===== src/rtl/core/ma_pkg.sv =====
package ma_pkg;

    localparam int MAX_FEATURES = 5;
    localparam int NUM_PAIRS    = (MAX_FEATURES * (MAX_FEATURES + 1)) / 2;
    localparam int NUM_WORDS    = 1 + MAX_FEATURES + NUM_PAIRS;
    localparam int ACC_W        = 48;
    localparam int LIN_W        = 32;
    localparam int CNT_W        = 16;
    localparam int IDX_W        = 5;
    localparam int NUM_W        = 3;

    typedef logic [ACC_W-1:0] t_word;

    typedef struct packed {
        logic adv;
        logic acc_en;
        logic clear;
    } t_lane_ctl;

    function automatic logic [NUM_W-1:0] active_count(input logic [NUM_W-1:0] cfg);
        logic [NUM_W-1:0] n;
        n = cfg;
        if (n == '0) begin
            n = NUM_W'(1);
        end
        if (n > NUM_W'(MAX_FEATURES)) begin
            n = NUM_W'(MAX_FEATURES);
        end
        return n;
    endfunction

    function automatic int pair_row(input int p);
        int s;
        int r;
        s = 0;
        r = 0;
        for (int i = 0; i < MAX_FEATURES; i++) begin
            for (int j = i; j < MAX_FEATURES; j++) begin
                if (s == p) begin
                    r = i;
                end
                s++;
            end
        end
        return r;
    endfunction

    function automatic int pair_col(input int p);
        int s;
        int c;
        s = 0;
        c = 0;
        for (int i = 0; i < MAX_FEATURES; i++) begin
            for (int j = i; j < MAX_FEATURES; j++) begin
                if (s == p) begin
                    c = j;
                end
                s++;
            end
        end
        return c;
    endfunction

    // Index of the final word of a readout with n active features.
    function automatic logic [IDX_W-1:0] word_last(input logic [NUM_W-1:0] n);
        logic [IDX_W-1:0] tri_n;
        tri_n = (IDX_W'(n) * (IDX_W'(n) + IDX_W'(1))) >> 1;
        return IDX_W'(n) + tri_n;
    endfunction

    // Maps the k-th word of a readout onto its slot in the full store layout:
    // slot 0 is the count, then every linear sum, then every pair sum.
    function automatic logic [IDX_W-1:0] word_src(input logic [NUM_W-1:0] n,
                                                   input logic [IDX_W-1:0] k);
        logic [IDX_W-1:0] src;
        logic [IDX_W-1:0] ord;
        logic [IDX_W-1:0] slot;
        src  = '0;
        ord  = IDX_W'(n) + IDX_W'(1);
        slot = '0;
        if (k == '0) begin
            src = '0;
        end else if (k <= IDX_W'(n)) begin
            src = k;
        end else begin
            for (int i = 0; i < MAX_FEATURES; i++) begin
                for (int j = i; j < MAX_FEATURES; j++) begin
                    if (i < int'(n) && j < int'(n)) begin
                        if (ord == k) begin
                            src = IDX_W'(1 + MAX_FEATURES) + slot;
                        end
                        ord = ord + IDX_W'(1);
                    end
                    slot = slot + IDX_W'(1);
                end
            end
        end
        return src;
    endfunction

endpackage


===== src/rtl/core/ma_pair_lane.sv =====
module ma_pair_lane
    import ma_pkg::*;
#(
    parameter int FEATURE_BITS = 16
) (
    input  logic                           i_clk,
    input  logic                           i_rst_n,
    input  t_lane_ctl                      i_ctl,
    input  logic                           i_active,
    input  logic signed [FEATURE_BITS-1:0] i_a,
    input  logic signed [FEATURE_BITS-1:0] i_b,
    output logic        [ACC_W-1:0]        o_sum
);

    logic signed [2*FEATURE_BITS-1:0] r_prod;
    logic                             r_active;
    logic        [ACC_W-1:0]          r_acc;
    logic signed [ACC_W-1:0]          prod_ext;

    always_ff @(posedge i_clk) begin
        if (i_ctl.adv) begin
            r_prod   <= i_a * i_b;
            r_active <= i_active;
        end
    end

    assign prod_ext = ACC_W'(r_prod);
    assign o_sum    = r_acc + (r_active ? prod_ext : '0);

    always_ff @(posedge i_clk) begin
        if (!i_rst_n) begin
            r_acc <= '0;
        end else if (i_ctl.acc_en) begin
            r_acc <= i_ctl.clear ? '0 : o_sum;
        end
    end

endmodule


===== config.mk =====
export PLATFORM = sky130hd
export DESIGN_NAME = ma_pair_lane
export DESIGN_NICKNAME = d
export VERILOG_FILES = /design/src/rtl/core/ma_pkg.sv /design/src/rtl/core/ma_pair_lane.sv
export SDC_FILE = /design/constraint.sdc
export NUM_CORES = 1
export LEC_CHECK = 0
export ABC_AREA = 1
export BUFFER_PORTS_ARGS = -buffer_cell sky130_fd_sc_hd__buf_2
export CAP_MARGIN = 5
export CORE_UTILIZATION = 37
export CTS_BUF_LIST = sky130_fd_sc_hd__clkbuf_8
export DETAILED_ROUTE_END_ITERATION = 8
export PLACE_DENSITY = 0.56
export SYNTH_ARGS = -nofsm -noshare
export SYNTH_HDL_FRONTEND = slang
export SYNTH_SLANG_ARGS = --single-unit

===== constraint.sdc =====
create_clock -name i_clk -period 6.12 [get_ports i_clk]
set_clock_uncertainty 0.15 [all_clocks]
set_input_delay 0.306 -clock i_clk [delete_from_list [all_inputs] [get_ports i_clk]]
set_output_delay 0.306 -clock i_clk [all_outputs]
set_load 0.005 [all_outputs]

==> summary.md <==
| Metric | Value |
|---|---|
| Mean Syn Cell Area | `approximately 6.8 sq um` |
| Required time worst endpoint | `just over 6 ns` |
| Synth Warn # | `0` |
| Worst R2R Start | `r_active` |
| Synth-to-Final Area Change | `6.782%` |
| WL per Instance | `between 10 and 15 um` |
| WHS | `about 0.33 ns` |
| Synthesized net count | `about 3,100` |
| Synth Area in Compound Gates | `just over 4%` |
| Ant diodes | `0` |
| Final Hold Fails | `0` |
| Core ar. | `about 48,000 sq um` |
| H-tree Lvls | `3` |
| XOR/XNOR share of the synthesized area | `around 2.8%` |
| Netlist Area Pre-Place | `about 18,000 sq um` |
| Initial antenna violation count | `0` |
| Max-capacitance violation count | `0` |
| Congestion Overflow GR | `0` |
| Num CTS Buffers | `9` |
| Max clock buf depth | `2` |
| # clock sinks | `slightly above 80` |
| Row count | `80` |
| RSZ-0062 raised after global routing | `no` |
| Status | `complete, no violations` |
| CP max FO | `16` |
| Worst Setup End Kind | `flop` |
| Post-route DRC | `0` |
| Placement-stage cell area | `18,860 sq um` |
| Pre-antenna DRT Iters | `6` |
| F_max | `approximately 180 MHz` |
| Die height | `221.6 um` |
| Largest net degree at the start of global routing | `50` |
| Antenna-violating nets left | `0` |
| Seq/Total Area, Yosys | `between 10% and 20%` |
| Mux share of post-synthesis cell area | `0%` |
| Initial core utilization | `between 30% and 40%` |
| Top FF cell, synth | `dfxtp_1` |
| Most common cell after layout, fill and taps aside | `nand2_1` |
| Synth async-reset ratio | `0%` |
| Syn Inst Count | `about 2,600` |
| Adder-Cell Fraction of Synth Area | `38.56%` |
| Hold crit path type | `flop to flop` |
| #FFs+latches synth | `around 80` |
| Cts repair resizes | `0` |
| I/O pins | `86` |
| First-pass GRT wire length | `around 81,000 um` |
| Final Cycle Share | `between 90% and 100%` |
| Netlist cell types | `36` |
| Drt total wl | `just under 50,000 um` |
| GPL Wtd Cong | `between 0.9 and 1` |
| Post-CTS Setup Inserts | `0` |
| DR vias/cell | `about 4.6` |
| Die W | `~220 um` |
| Hpwl dp | `roughly 42,000 um` |
| Finished Cell Area | `between 15,000 and 20,000 sq um` |
| Fin. max-slew vios | `0` |
| Critical path arrival | `5.70 ns` |
| Iter 0 DRT Violations | `slightly below 800` |
| Die ar. | `~49,000 sq um` |
| Clock insertion delay at the later pin of the skew report | `just over 0.4 ns` |
| Worst setup path start | `i_b[2]` |
| Simple-Gate Fraction of Synth Area | `between 20% and 30%` |
| # nets final | `approximately 3,100` |
| Critical path class | `primary input to flop` |
| Number of synthesized flops with an enable pin | `33` |
| Startpoint Class | `primary input` |
| Setup violators final | `0` |
| Via count | `between 15,000 and 20,000` |
| Largest family of logic cells by synthesized area | `adder cells` |
| Final min period | `between 5 and 6 ns` |
| CTS tree | `done` |
| Most frequent cells in the layout | `nand2_1, inv_1, fa_1` |
| Worst rel slew slack | `between 40% and 50%` |
| CTS root buf | `clkbuf_8` |
| Worst Hold Launch | `r_acc[29]` |
| Gr usage total | `~21%` |
| Vias in the first global route | `about 16,000` |
| Layout cells sized above 1 | `around 6.0%` |
| Worst slew pin tran | `about 0.79 ns` |
| IO buf count | `85` |
| Clock slew at reported path FFs | `about 0.09 ns` |
final timing paths:
check                             endpoint  slack (ns)  depth (start not counted)
worst min register to register   r_acc[29]        0.33                          2
worst max-delay path            r_prod[24]        0.43                         20
worst max register to register   r_acc[35]        2.79                         13
worst min-delay path             r_acc[29]        0.33                          2
flip-flops by register name, summed over array words and instances, names as in the netlist:
| name | flops |
|---|---|
| r_acc | 48 |
| r_active | 1 |
| r_prod | 32 |
cell families after synthesis:
| kind of cell | count (synthesis) |
|---|---|
| AND/OR/NAND/NOR | 1132 |
| buffers and inverters | 833 |
| adder cells (fa/ha/maj) | 392 |
| AO/OA/AOI/OAI | 138 |
| flip-flops | 81 |
| XOR/XNOR | 56 |
worst max-delay path: stages:
cell and delay (ns):
buf_2 0.23, nand2_1 0.15, inv_1 0.07, fa_1 0.66, inv_1 0.10, fa_1 0.57, fa_1 0.45, fa_1 0.57
fa_1 0.43, fa_1 0.49, inv_1 0.04, ha_1 0.38, nand2_1 0.08, inv_1 0.10, nand2_1 0.10, nor3_2 0.30
nand4_1 0.15, nand3_1 0.23, a21oi_1 0.12, xnor2_1 0.14
through the flow:
stage,util (%),setup TNS (ns),instances,setup WS [ns]
floorplan,-,0,2632,0.2058
global placement,39.59,-0.02561,3270,-0.02561
detailed placement,39.59,-0.02618,3270,-0.02618
CTS,39.98,0,3287,0.4116
global route,39.98,0,3287,0.1573
finish,39.98,0,3287,0.4281
layout make-up:
class	instances	area, sq um
fill	5204	28590
multi-input combinational	1718	12760
inverter	756	2838
sequential	81	1952
tap	615	769.5
timing repair buffer	101	548.0
clock buffer	9	123.9
clock inverter	7	55.05
layer usage:
layer | GRT usage, % | wire length, um | part of all wire, %
met5 | 0 | 0 | 0
met4 | 5.735 | 1066 | 2.2
met2 | 36.87 | 23650 | 49
met1 | 26.53 | 22420 | 46
met3 | 1.524 | 1468 | 3.0
synthesized netlist by cell type (2+ instances only):
cell	n	area (sq um)
o21a_1	2	15.01
fa_1	263	5265
a31oi_1	3	18.77
a21o_1	6	45.04
clkbuf_1	70	262.8
buf_1	3	11.26
nand4_1	21	131.4
nor3_2	3	30.03
o21bai_1	4	30.03
nor2_1	111	416.7
inv_1	752	2823
dfxtp_1	48	960.9
nand3_1	91	455.4
xor2_1	40	350.3
xnor2_1	15	131.4
o21ai_0	15	75.07
nor2_4	2	22.52
o21ai_1	3	15.01
or2_2	8	50.05
buf_2	4	20.02
nand2_1	828	3108
nand2_2	9	56.30
inv_2	4	15.01
nor3_1	4	20.02
edfxtp_1	33	991.0
a211oi_1	2	15.01
nor2_2	16	100.1
and2_1	30	187.7
a21oi_1	103	515.5
nand3b_1	5	37.54
ha_1	129	1614
timing repair:
item,in CTS,in global routing
endpoints found under the setup margin,0,0
endpoints found under the hold margin,1,0
hold buffers,1,0
Power is left out: the tool's default activity adds up to more than one toggle a clock period on the data nets, which glitch-free logic cannot reach.
