File: config.mk
export PLATFORM = sky130hd
export DESIGN_NAME = ma_lin_lane
export DESIGN_NICKNAME = d
export VERILOG_FILES = /design/src/rtl/core/ma_pkg.sv /design/src/rtl/core/ma_lin_lane.sv
export SDC_FILE = /design/constraint.sdc
export NUM_CORES = 1
export LEC_CHECK = 0
export ABC_AREA = 1
export BUFFER_PORTS_ARGS = -buffer_cell sky130_fd_sc_hd__buf_2
export CAP_MARGIN = 20
export CORE_MARGIN = 2
export CORE_UTILIZATION = 45
export DETAILED_ROUTE_END_ITERATION = 8
export GPL_TIMING_DRIVEN = 1
export PLACE_DENSITY = 0.7
export SETUP_SLACK_MARGIN = 0.3
export SYNTH_ARGS = -nofsm -noshare
export SYNTH_HDL_FRONTEND = slang
export SYNTH_SLANG_ARGS = --single-unit
File: constraint.sdc
create_clock -name i_clk -period 2.6 [get_ports i_clk]
set_input_delay 0.13 -clock i_clk [delete_from_list [all_inputs] [get_ports i_clk]]
set_output_delay 0.13 -clock i_clk [all_outputs]
set_load 0.05 [all_outputs]
File: src/rtl/core/ma_pkg.sv
package ma_pkg;

    localparam int MAX_FEATURES = 5;
    localparam int NUM_PAIRS    = (MAX_FEATURES * (MAX_FEATURES + 1)) / 2;
    localparam int NUM_WORDS    = 1 + MAX_FEATURES + NUM_PAIRS;
    localparam int ACC_W        = 48;
    localparam int LIN_W        = 32;
    localparam int CNT_W        = 16;
    localparam int IDX_W        = 5;
    localparam int NUM_W        = 3;

    typedef logic [ACC_W-1:0] t_word;

    typedef struct packed {
        logic adv;
        logic acc_en;
        logic clear;
    } t_lane_ctl;

    function automatic logic [NUM_W-1:0] active_count(input logic [NUM_W-1:0] cfg);
        logic [NUM_W-1:0] n;
        n = cfg;
        if (n == '0) begin
            n = NUM_W'(1);
        end
        if (n > NUM_W'(MAX_FEATURES)) begin
            n = NUM_W'(MAX_FEATURES);
        end
        return n;
    endfunction

    function automatic int pair_row(input int p);
        int s;
        int r;
        s = 0;
        r = 0;
        for (int i = 0; i < MAX_FEATURES; i++) begin
            for (int j = i; j < MAX_FEATURES; j++) begin
                if (s == p) begin
                    r = i;
                end
                s++;
            end
        end
        return r;
    endfunction

    function automatic int pair_col(input int p);
        int s;
        int c;
        s = 0;
        c = 0;
        for (int i = 0; i < MAX_FEATURES; i++) begin
            for (int j = i; j < MAX_FEATURES; j++) begin
                if (s == p) begin
                    c = j;
                end
                s++;
            end
        end
        return c;
    endfunction

    // Index of the final word of a readout with n active features.
    function automatic logic [IDX_W-1:0] word_last(input logic [NUM_W-1:0] n);
        logic [IDX_W-1:0] tri_n;
        tri_n = (IDX_W'(n) * (IDX_W'(n) + IDX_W'(1))) >> 1;
        return IDX_W'(n) + tri_n;
    endfunction

    // Maps the k-th word of a readout onto its slot in the full store layout:
    // slot 0 is the count, then every linear sum, then every pair sum.
    function automatic logic [IDX_W-1:0] word_src(input logic [NUM_W-1:0] n,
                                                   input logic [IDX_W-1:0] k);
        logic [IDX_W-1:0] src;
        logic [IDX_W-1:0] ord;
        logic [IDX_W-1:0] slot;
        src  = '0;
        ord  = IDX_W'(n) + IDX_W'(1);
        slot = '0;
        if (k == '0) begin
            src = '0;
        end else if (k <= IDX_W'(n)) begin
            src = k;
        end else begin
            for (int i = 0; i < MAX_FEATURES; i++) begin
                for (int j = i; j < MAX_FEATURES; j++) begin
                    if (i < int'(n) && j < int'(n)) begin
                        if (ord == k) begin
                            src = IDX_W'(1 + MAX_FEATURES) + slot;
                        end
                        ord = ord + IDX_W'(1);
                    end
                    slot = slot + IDX_W'(1);
                end
            end
        end
        return src;
    endfunction

endpackage

File: src/rtl/core/ma_lin_lane.sv
module ma_lin_lane
    import ma_pkg::*;
#(
    parameter int FEATURE_BITS = 16
) (
    input  logic                           i_clk,
    input  logic                           i_rst_n,
    input  t_lane_ctl                      i_ctl,
    input  logic                           i_active,
    input  logic signed [FEATURE_BITS-1:0] i_feat,
    output logic        [LIN_W-1:0]        o_sum
);

    logic signed [LIN_W-1:0] r_feat;
    logic                    r_active;
    logic        [LIN_W-1:0] r_acc;

    always_ff @(posedge i_clk) begin
        if (i_ctl.adv) begin
            r_feat   <= LIN_W'(i_feat);
            r_active <= i_active;
        end
    end

    assign o_sum = r_acc + (r_active ? r_feat : '0);

    always_ff @(posedge i_clk) begin
        if (!i_rst_n) begin
            r_acc <= '0;
        end else if (i_ctl.acc_en) begin
            r_acc <= i_ctl.clear ? '0 : o_sum;
        end
    end

endmodule

==> flow_metrics.tcl <==
set metrics [dict create \
    status "finished with violations" \
    violations "setup timing" \
    synth.top_cell.area_share_pct 25.93 \
    pre_cts_slack_ns 0.02511 \
    skew_ns 0.01610 \
    cap_violations 0 \
    hold_path.class "in -> reg" \
    worst_slack_ns -0.1785 \
    synth_area_per_cell_um2 6.003 \
    synth_area_leaders "nand2_1 (26%), dfxtp_1 (15%), edfxtp_1 (12%)" \
    drive_above_1_share_pct 45.79 \
    grt_pass1_vias 4773 \
    clock_latency_ns 0.32 \
    period_minus_slack_ns 2.779 \
    synth_most_common_cell "nand2_1" \
    first_iter_violations 428 \
    hold_violations 0 \
    dieWidth_um 100.1 \
    synth_edf_count 17 \
    routedWlPerCell_um 16.21 \
    start_util_pct 45.60 \
    gr-usage-all-layers_pct 27.63 \
    cp_max_fo 6 \
    critical-path-max-stage-delay_ns 0.43 \
    worst_setup_path_start_kind "register" \
    p_comb_share_pct 46.5 \
    relSlewSlack_pct 68.31 \
    critPathTopFamily "simple AND/OR/NAND/NOR gates" \
    syn2layout_area_growth_pct 64.40 \
    cts_max_path_buffers 2 \
    grt_antenna_before_repair 0 \
    rsz0062_at_grt "true" \
    avgViaCountPerCell 5.434 \
    nets 856 \
    synthCells 692 \
    p_switching_w 0.001070 \
    htree_levels 2 \
    critPathBufInv 5 \
    grt_first_pass_wirelength_mm 22.26 \
    cts_tree "done" \
    ys_types 31 \
    rows 35 \
    firstDrtPassIters 8 \
    p_total_w 0.002611 \
    synth-async-reset-ratio_pct 0 \
    cp.required_ns 2.47 \
    top_level_ports 54 \
    coreArea_um2 9109 \
    crit_chain "buf_6 -> buf_8 -> nand2_2 -> inv_2 -> ha_4 -> a21oi_2 -> inv_1 -> nand2_1 -> nand2_1 -> nor2_1 -> nand2_4 -> nand2_4 -> nand3_2 -> and2_4 -> buf_8" \
    synth_warnings 0 \
    die_h_um 100.1 \
    setup_viol_count_final 24 \
    globalRoute.totalOverflow 0 \
    power.share.switching_pct 40.97 \
    power.leakage_nw 3.355 \
    die-area_um2 10020 \
    drt_wl_total_mm 15.08 \
    end_kind "output port" \
    synth_nets 730 \
    ir_drop_uv 315.4 \
    drc 0 \
    drtAntennaViolNets 0 \
    pwr-share-clk_pct 20.3 \
    dpl.hpwl_mm 9.161 \
    final-max-slew-violation-count 0 \
    syn_area_um2 4154 \
    root_buffer "clkbuf_8" \
    grt_max_degree 33 \
    path_class "reg -> out" \
    tightest_slew_ns 0.4753 \
    io_buffers 53 \
    yosysTopAreaCell "nand2_1" \
    cellInternalPower_w 0.001541 \
    vias 5054 \
    period_share_pct 106.9 \
    gp_congestion 0.9593 \
    numCtsBuffers 5 \
    worstPathArrival_ns 2.65 \
    path_clk_slew_ns 0.11 \
    yosysSeqAreaShare_pct 27.71 \
    fmax_ghz 0.3599 \
    synthFlopType "dfxtp_1" \
    clkSinkCount 49 \
    slowest_stage "edfxtp_1" \
    yosys-top-cells-count "nand2_1 (287), inv_1 (102), nand3_1 (58)" \
    ys_ff_latch 49 \
    p_per_area_nw_per_um2 382.3 \
    diodes 0 \
    p_seq_share_pct 33.2 \
]
==> flip-flops by register name (all words and copies together), names as in the netlist <==
name and count:
r_active 1, r_feat 16, r_acc 32
==> layer usage <==
layer	global-route usage [%]	share of wire, %	up-vias
met2	47.04	49	250
met1	35.40	40	2350
met5	0	0	-
li1	-	-	2391
met3	2.994	7.0	63
met4	12.43	4.5	0
==> worst reg2reg max path: stages (launching register included) <==
cell and delay (ns):
edfxtp_1 0.43, buf_6 0.16, buf_12 0.14, nand2_4 0.05
inv_2 0.04, ha_4 0.32, nand2_4 0.07, nor2_4 0.14
inv_2 0.06, buf_4 0.13, nor2_2 0.12, nand3_2 0.09
nand3_1 0.09, nand2_1 0.07, buf_4 0.13, buf_4 0.12
buf_4 0.12, buf_4 0.12, nand3_1 0.07, a21oi_1 0.06
==> per-stage QoR <==
stage	instances	cell area (um2)	utilization (%)	hold slack [ns]	setup TNS [ns]
global placement	858	5114	56.14	0.3062	0
CTS	913	6285	69.00	0.04320	-0.6749
global route	930	6829	74.97	0.03394	-4.177
floorplan	692	4669	-	0.2289	0
detailed placement	858	5114	56.14	0.3083	0
finish	930	6829	74.97	0.03906	-1.887
==> placed cells by master, fill, tap and decap left out, types with 5 or more instances in the layout <==
cell           instances
buf_4                 50
nand3_2               13
nand4_1                8
a21oi_2               17
nor2_1                17
buf_8                 12
nor2_4                14
buf_6                 34
nand3_1               41
edfxtp_1              17
nor2_2                16
ha_4                  14
nand2_4               32
nand2_2               68
nand3_4                6
nand2_1              193
xor2_4                17
buf_2                 23
inv_1                 79
inv_2                 26
inv_4                  5
dlygate4sd3_1         16
dfxtp_1               32
a21oi_1               28
clkbuf_8               6
and2_4                 8
==> power by group through the flow <==
stage                     Clock, W  Combinational (W)  Sequential [W]
after floorplan                  0           0.000683        0.000872
final                     0.000531            0.00121        0.000867
after global placement           0           0.000841        0.000879
after CTS                 0.000531            0.00109        0.000865
after global routing      0.000557            0.00128        0.000871
after detailed placement         0           0.000849        0.000880
==> cells by family (layout without fill, tap and decap cells) <==
| kind of cell | count (synthesis) | after routing | synth area share, % |
|---|---|---|---|
| AOI/OAI and AO/OA | 56 | 56 | 7.109 |
| xor gates and xnor gates | 21 | 21 | 5.150 |
| adders and majority gates | 16 | 16 | 5.000 |
| buffers and inverters | 129 | 255 | 12.59 |
| DFF | 49 | 49 | 27.71 |
| and+or+nand+nor | 421 | 422 | 42.44 |
==> final cells by class <==
class | count | area [um2]
tap | 111 | 138.9
sequential | 49 | 1151
clock buffer | 6 | 82.58
fill | 635 | 2280
timing repair buffer | 137 | 1254
inverter | 110 | 425.4
clock inverter | 2 | 17.52
multi-input combinational | 515 | 3760
==> repair_timing <==
action                                  4_1_cts  5_1_grt
endpoints found under the setup margin       41       52
endpoints found under the hold margin        16        0
pin swaps                                    68       56
hold buffers                                 16        0
gates cloned                                  1        1
gates resized for setup                     200      114
buffers inserted                             30       16
==> path summary, 6_finish.rpt <==
path,from,endpoint,slack (ns),depth (start not counted)
setup / recovery,r_active,o_sum[24],-0.18,15
hold reg to reg,r_acc[30],r_acc[30],0.50,2
hold / removal,i_active,r_active,0.04,1
setup reg to reg,r_active,r_acc[26],-0.05,19
Power figures use the tool's default switching activity.
