**src/rtl/core/ma_pkg.sv**
```systemverilog
package ma_pkg;

    localparam int MAX_FEATURES = 5;
    localparam int NUM_PAIRS    = (MAX_FEATURES * (MAX_FEATURES + 1)) / 2;
    localparam int NUM_WORDS    = 1 + MAX_FEATURES + NUM_PAIRS;
    localparam int ACC_W        = 48;
    localparam int LIN_W        = 32;
    localparam int CNT_W        = 16;
    localparam int IDX_W        = 5;
    localparam int NUM_W        = 3;

    typedef logic [ACC_W-1:0] t_word;

    typedef struct packed {
        logic adv;
        logic acc_en;
        logic clear;
    } t_lane_ctl;

    function automatic logic [NUM_W-1:0] active_count(input logic [NUM_W-1:0] cfg);
        logic [NUM_W-1:0] n;
        n = cfg;
        if (n == '0) begin
            n = NUM_W'(1);
        end
        if (n > NUM_W'(MAX_FEATURES)) begin
            n = NUM_W'(MAX_FEATURES);
        end
        return n;
    endfunction

    function automatic int pair_row(input int p);
        int s;
        int r;
        s = 0;
        r = 0;
        for (int i = 0; i < MAX_FEATURES; i++) begin
            for (int j = i; j < MAX_FEATURES; j++) begin
                if (s == p) begin
                    r = i;
                end
                s++;
            end
        end
        return r;
    endfunction

    function automatic int pair_col(input int p);
        int s;
        int c;
        s = 0;
        c = 0;
        for (int i = 0; i < MAX_FEATURES; i++) begin
            for (int j = i; j < MAX_FEATURES; j++) begin
                if (s == p) begin
                    c = j;
                end
                s++;
            end
        end
        return c;
    endfunction

    // Index of the final word of a readout with n active features.
    function automatic logic [IDX_W-1:0] word_last(input logic [NUM_W-1:0] n);
        logic [IDX_W-1:0] tri_n;
        tri_n = (IDX_W'(n) * (IDX_W'(n) + IDX_W'(1))) >> 1;
        return IDX_W'(n) + tri_n;
    endfunction

    // Maps the k-th word of a readout onto its slot in the full store layout:
    // slot 0 is the count, then every linear sum, then every pair sum.
    function automatic logic [IDX_W-1:0] word_src(input logic [NUM_W-1:0] n,
                                                   input logic [IDX_W-1:0] k);
        logic [IDX_W-1:0] src;
        logic [IDX_W-1:0] ord;
        logic [IDX_W-1:0] slot;
        src  = '0;
        ord  = IDX_W'(n) + IDX_W'(1);
        slot = '0;
        if (k == '0) begin
            src = '0;
        end else if (k <= IDX_W'(n)) begin
            src = k;
        end else begin
            for (int i = 0; i < MAX_FEATURES; i++) begin
                for (int j = i; j < MAX_FEATURES; j++) begin
                    if (i < int'(n) && j < int'(n)) begin
                        if (ord == k) begin
                            src = IDX_W'(1 + MAX_FEATURES) + slot;
                        end
                        ord = ord + IDX_W'(1);
                    end
                    slot = slot + IDX_W'(1);
                end
            end
        end
        return src;
    endfunction

endpackage

```
**src/rtl/core/ma_readout.sv**
```systemverilog
module ma_readout
    import ma_pkg::*;
(
    input  logic             i_clk,
    input  logic             i_rst_n,
    input  logic             i_snap,
    input  t_word            i_words [NUM_WORDS],
    input  logic [NUM_W-1:0] i_n,
    input  logic             i_sat,
    output logic             o_busy,
    output logic             o_valid,
    input  logic             i_stall,
    output logic [IDX_W-1:0] o_word_index,
    output logic [ACC_W-1:0] o_word_value,
    output logic             o_overflow,
    output logic             o_last_word
);

    t_word            r_buf [NUM_WORDS];
    logic [NUM_W-1:0] r_n;
    logic             r_sat;
    logic             r_busy;
    logic [IDX_W-1:0] r_k;
    logic             r_out_valid;
    logic [IDX_W-1:0] r_out_index;
    logic [ACC_W-1:0] r_out_value;
    logic             r_out_ovf;
    logic             r_out_last;
    logic             out_free;
    logic             emit;
    logic             at_last;

    assign out_free = !r_out_valid || !i_stall;
    assign emit     = r_busy && out_free;
    assign at_last  = (r_k == word_last(r_n));

    always_ff @(posedge i_clk) begin
        if (!i_rst_n) begin
            r_busy      <= 1'b0;
            r_k         <= '0;
            r_out_valid <= 1'b0;
        end else begin
            if (i_snap) begin
                r_busy <= 1'b1;
                r_k    <= '0;
            end else if (emit) begin
                r_k <= r_k + IDX_W'(1);
                if (at_last) begin
                    r_busy <= 1'b0;
                end
            end
            if (out_free) begin
                r_out_valid <= emit;
            end
        end
    end

    always_ff @(posedge i_clk) begin
        if (i_snap) begin
            r_buf <= i_words;
            r_n   <= i_n;
            r_sat <= i_sat;
        end
        if (emit) begin
            r_out_index <= r_k;
            r_out_value <= r_buf[word_src(r_n, r_k)];
            r_out_ovf   <= r_sat;
            r_out_last  <= at_last;
        end
    end

    assign o_busy       = r_busy;
    assign o_valid      = r_out_valid;
    assign o_word_index = r_out_index;
    assign o_word_value = r_out_value;
    assign o_overflow   = r_out_ovf;
    assign o_last_word  = r_out_last;

endmodule

```
**config.mk**
```make
export PLATFORM = sky130hd
export DESIGN_NAME = ma_readout
export DESIGN_NICKNAME = d
export VERILOG_FILES = /design/src/rtl/core/ma_pkg.sv /design/src/rtl/core/ma_readout.sv
export SDC_FILE = /design/constraint.sdc
export NUM_CORES = 1
export LEC_CHECK = 0
export ABC_AREA = 0
export BUFFER_PORTS_ARGS = -buffer_cell sky130_fd_sc_hd__buf_2
export CAP_MARGIN = 20
export CORE_AREA = 4 4 415 417
export CTS_BUF_LIST = sky130_fd_sc_hd__clkbuf_8
export CTS_CLUSTER_DIAMETER = 40
export DETAILED_ROUTE_END_ITERATION = 8
export DIE_AREA = 0 0 419 421
export SLEW_MARGIN = 30
export SYNTH_ARGS = -nofsm -noshare
export SYNTH_HDL_FRONTEND = slang
export SYNTH_SLANG_ARGS = --single-unit
export TNS_END_PERCENT = 1
```
**constraint.sdc**
```tcl
create_clock -name i_clk -period 11.7 [get_ports i_clk]
set_input_delay 1.17 -clock i_clk [delete_from_list [all_inputs] [get_ports i_clk]]
set_output_delay 1.17 -clock i_clk [all_outputs]
set_load 0.005 [all_outputs]
```
==> impl_metrics.csv <==
group,metric,value,unit
setup_path,path_buf_inv,4,
timing,fin_crit,9.90,ns
min_path,hp-start,"i_words[573]",
yosys,synth.area.top_cells,"edfxtp_1 (72%), mux4_2 (4.8%), nand2_1 (3.9%), mux2i_1 (2.4%), a22oi_1 (1.6%)",
yosys,syn_area,0.0444,sq mm
power,vdd_drop_max,0.141,mV
min_path,hp-class,"input pin to flip-flop",
place,dpl.hpwl,145000,um
yosys,async_reset_ff_frac,0,
yosys,synth_nets,3860,
place,placed_cell_area,0.0528,sq mm
setup_path,arrival,10.50,ns
place,io_buffers,1072,
floorplan,row_count,151,
yosys,yosys.area.top_type,"edfxtp_1",
setup_path,cpPeakStageDelay,0.66,ns
power,leakage,0.0214,uW
yosys,netlist_instances,2819,
power,power_density,167,mW/mm^2
setup_path,cp.required,12.30,ns
global_route,grt_max_degree,167,
cells_and_area,seq_area,0.0322,sq mm
floorplan,die_area,0.176,sq mm
yosys,yosys-mux-area-fraction,0.0730,
floorplan,io_pins,1073,
global_route,grt_pass1_wl,252000,um
floorplan,die_y,421,um
setup_path,crit_start,"r_n[0]",
timing,finalSetupTns,0,ns
drt,avgRoutedWirePerCell,29.5,um
yosys,synth_top_family_by_area,"compound AO/OA/AOI/OAI gates",
yosys,syn_avg_cell_area,15.8,sq um
yosys,synth-edff-count,1067,
cells_and_area,syn_to_final_growth,28.5,%
global_route,use_met2,0.339,
timing,setup_viol,0,
yosys,synth_seq_area_share,0.724,
clocking,cts_made_buffers,201,
drt,drtAntennaViolNets,0,
floorplan,start_util,0.263,
place,finalWeightedCongestion,0.955,
setup_path,crit_path_frequent_cell,"ha_1",
yosys,yosysTopAreaCellShare,0.721,
timing,fin_hold_ws,0.388,ns
clocking,htree_levels,4,
cells_and_area,multiInputGateArea,0.0115,sq mm
clocking,cts_tree,"built",
setup_path,cp-start-kind,"flip-flop",
clocking,cts_resized,0,
yosys,yosys.cell_count.top_type,"edfxtp_1",
setup_path,worstPathMaxFanout,37,
run,cap_violations,0,
cells_and_area,drive_above_1_share,0.380,
drt,vias_per_cell,4.91,
timing,fmax,0.101,GHz
setup_path,path_delay_family,"compound AO/OA/AOI/OAI gates",
cells_and_area,nFillCells,16500,
global_route,grt_use_met3,0.0561,
yosys,synth_common_cells,"edfxtp_1 (1,067), nand2_1 (466), mux2i_1 (108)",
yosys,ys_seq_elements,1074,
timing,drv_slew,0,
drt,drc,0,
global_route,grt_overflow,0,
clocking,cts_sinks,1074,
global_route,busiest_layer,"met2",
timing,tightest_slew,1.10,ns
drt,via_count,31600,
yosys,synth_xor_xnor_area_share,0.0188,
yosys,synth_ff_type,"edfxtp_1",
drt,drt-total-wl,190000,um
setup_path,crit_type,"flip-flop to flip-flop",
drt,firstDrtPassIters,6,
setup_path,setup.worst_path.end_class,"flip-flop",
cells_and_area,nets,5037,
global_route,gr-usage-met1,0.259,
timing,fin_worst_skew,0.0980,ns
global_route,grt_pass1_vias,31800,
clocking,post-cts-setup-buffer-count,0,
timing,slew_headroom,0.260,
global_route,antenna_found_initial,103,
clocking,root_buffer,"clkbuf_8",
setup_path,crit_slowest_cell,"a21oi_1",
timing,rsz0062_at_grt,"no",
setup_path,rr_startpoint,"r_n[0]",
clocking,insertion_delay,0.96,ns
global_route,grt_util_all_layers,0.207,
clocking,cts_buffer_depth,3,
cells_and_area,final_area,0.0571,sq mm
clocking,hold_buffers,0,
yosys,synth_warnings,0,
yosys,yosysUniqueCellTypes,94,
yosys,synth_compound_area_frac,0.0827,
floorplan,chipWidth,419,um
timing,finalCritPeriodShare,0.846,
clocking,path_clk_slew,0.07,ns
yosys,yosys.area_share.adder,0.00771,
drt,drt-initial-drc-count,4120,
yosys,synth_simple_gate_area_frac,0.0727,
run_status,status,"completed",
floorplan,core,0.169,sq mm
timing,finalHoldViolations,0,
[cell type report]
type                       instances  area share
antenna                           61     0.00267
sequential                      1074       0.563
clock buffer                     201      0.0484
timing repair buffer            1157       0.110
tap                             2218      0.0486
clock inverter                   161      0.0237
multi-input combinational       1543       0.202
inverter                          19     0.00125
[registers in the layout, summed over array words and instances, names as in the netlist]
signal        count
o_valid           1
r_k               5
r_sat             1
o_last_word       1
o_overflow        1
o_busy            1
o_word_value     48
o_word_index      5
r_n               3
r_buf          1008
[routing by layer]
layer,vias up,share of wire
li1,13500,-
met1,15800,0.38
met2,1892,0.49
met3,361,0.092
met4,26,0.037
met5,-,0.00073
[logic make-up after synthesis]
| kind of cell | after synthesis |
|---|---|
| multiplexers | 205 |
| AO/OA/AOI/OAI | 499 |
| flip-flops | 1074 |
| AND/OR/NAND/NOR | 733 |
| buffers and inverters | 202 |
| adder cells (fa/ha/maj) | 25 |
| XOR/XNOR | 81 |
[worst paths after layout]
check / cells after the start / to / slack, ns
worst max register to register: 30 / o_word_value[23] / 1.80
worst min register to register: 0 / o_overflow / 0.44
worst max-delay path: 30 / o_word_value[23] / 1.80
worst min-delay path: 1 / r_buf[573] / 0.39
[where the power goes]
| part | total (uW) | switching [uW] | internal, uW |
|---|---|---|---|
| registers | 4720 | 138 | 4590 |
| logic | 1030 | 607 | 426 |
| clock network | 3760 | 1760 | 2000 |
[metrics by stage]
stage	worst slack, ns	total power [uW]	util	cells
2_1_floorplan	3.03	5210	-	2819
3_3_place_gp	0.808	5810	0.312	6006
3_5_place_dp	1.94	5820	0.313	6009
4_1_cts	1.87	9590	0.337	6371
5_1_grt	1.15	9870	0.338	6414
6_report	1.80	9510	0.339	6434
[layout by cell type, fill, tap and decap left out, types with 37 or more instances in the layout]
master / count
a311oi_1: 48
clkbuf_8: 201
a22oi_1: 97
buf_4: 64
edfxtp_1: 1067
inv_1: 71
buf_2: 1072
mux2i_1: 108
mux4_2: 94
nand3_1: 73
nor3_1: 37
nand2_1: 465
nor2_1: 46
diode_2: 61
a21oi_1: 103
xnor2_1: 52
Note: power is estimated with default switching activity, not from simulation.
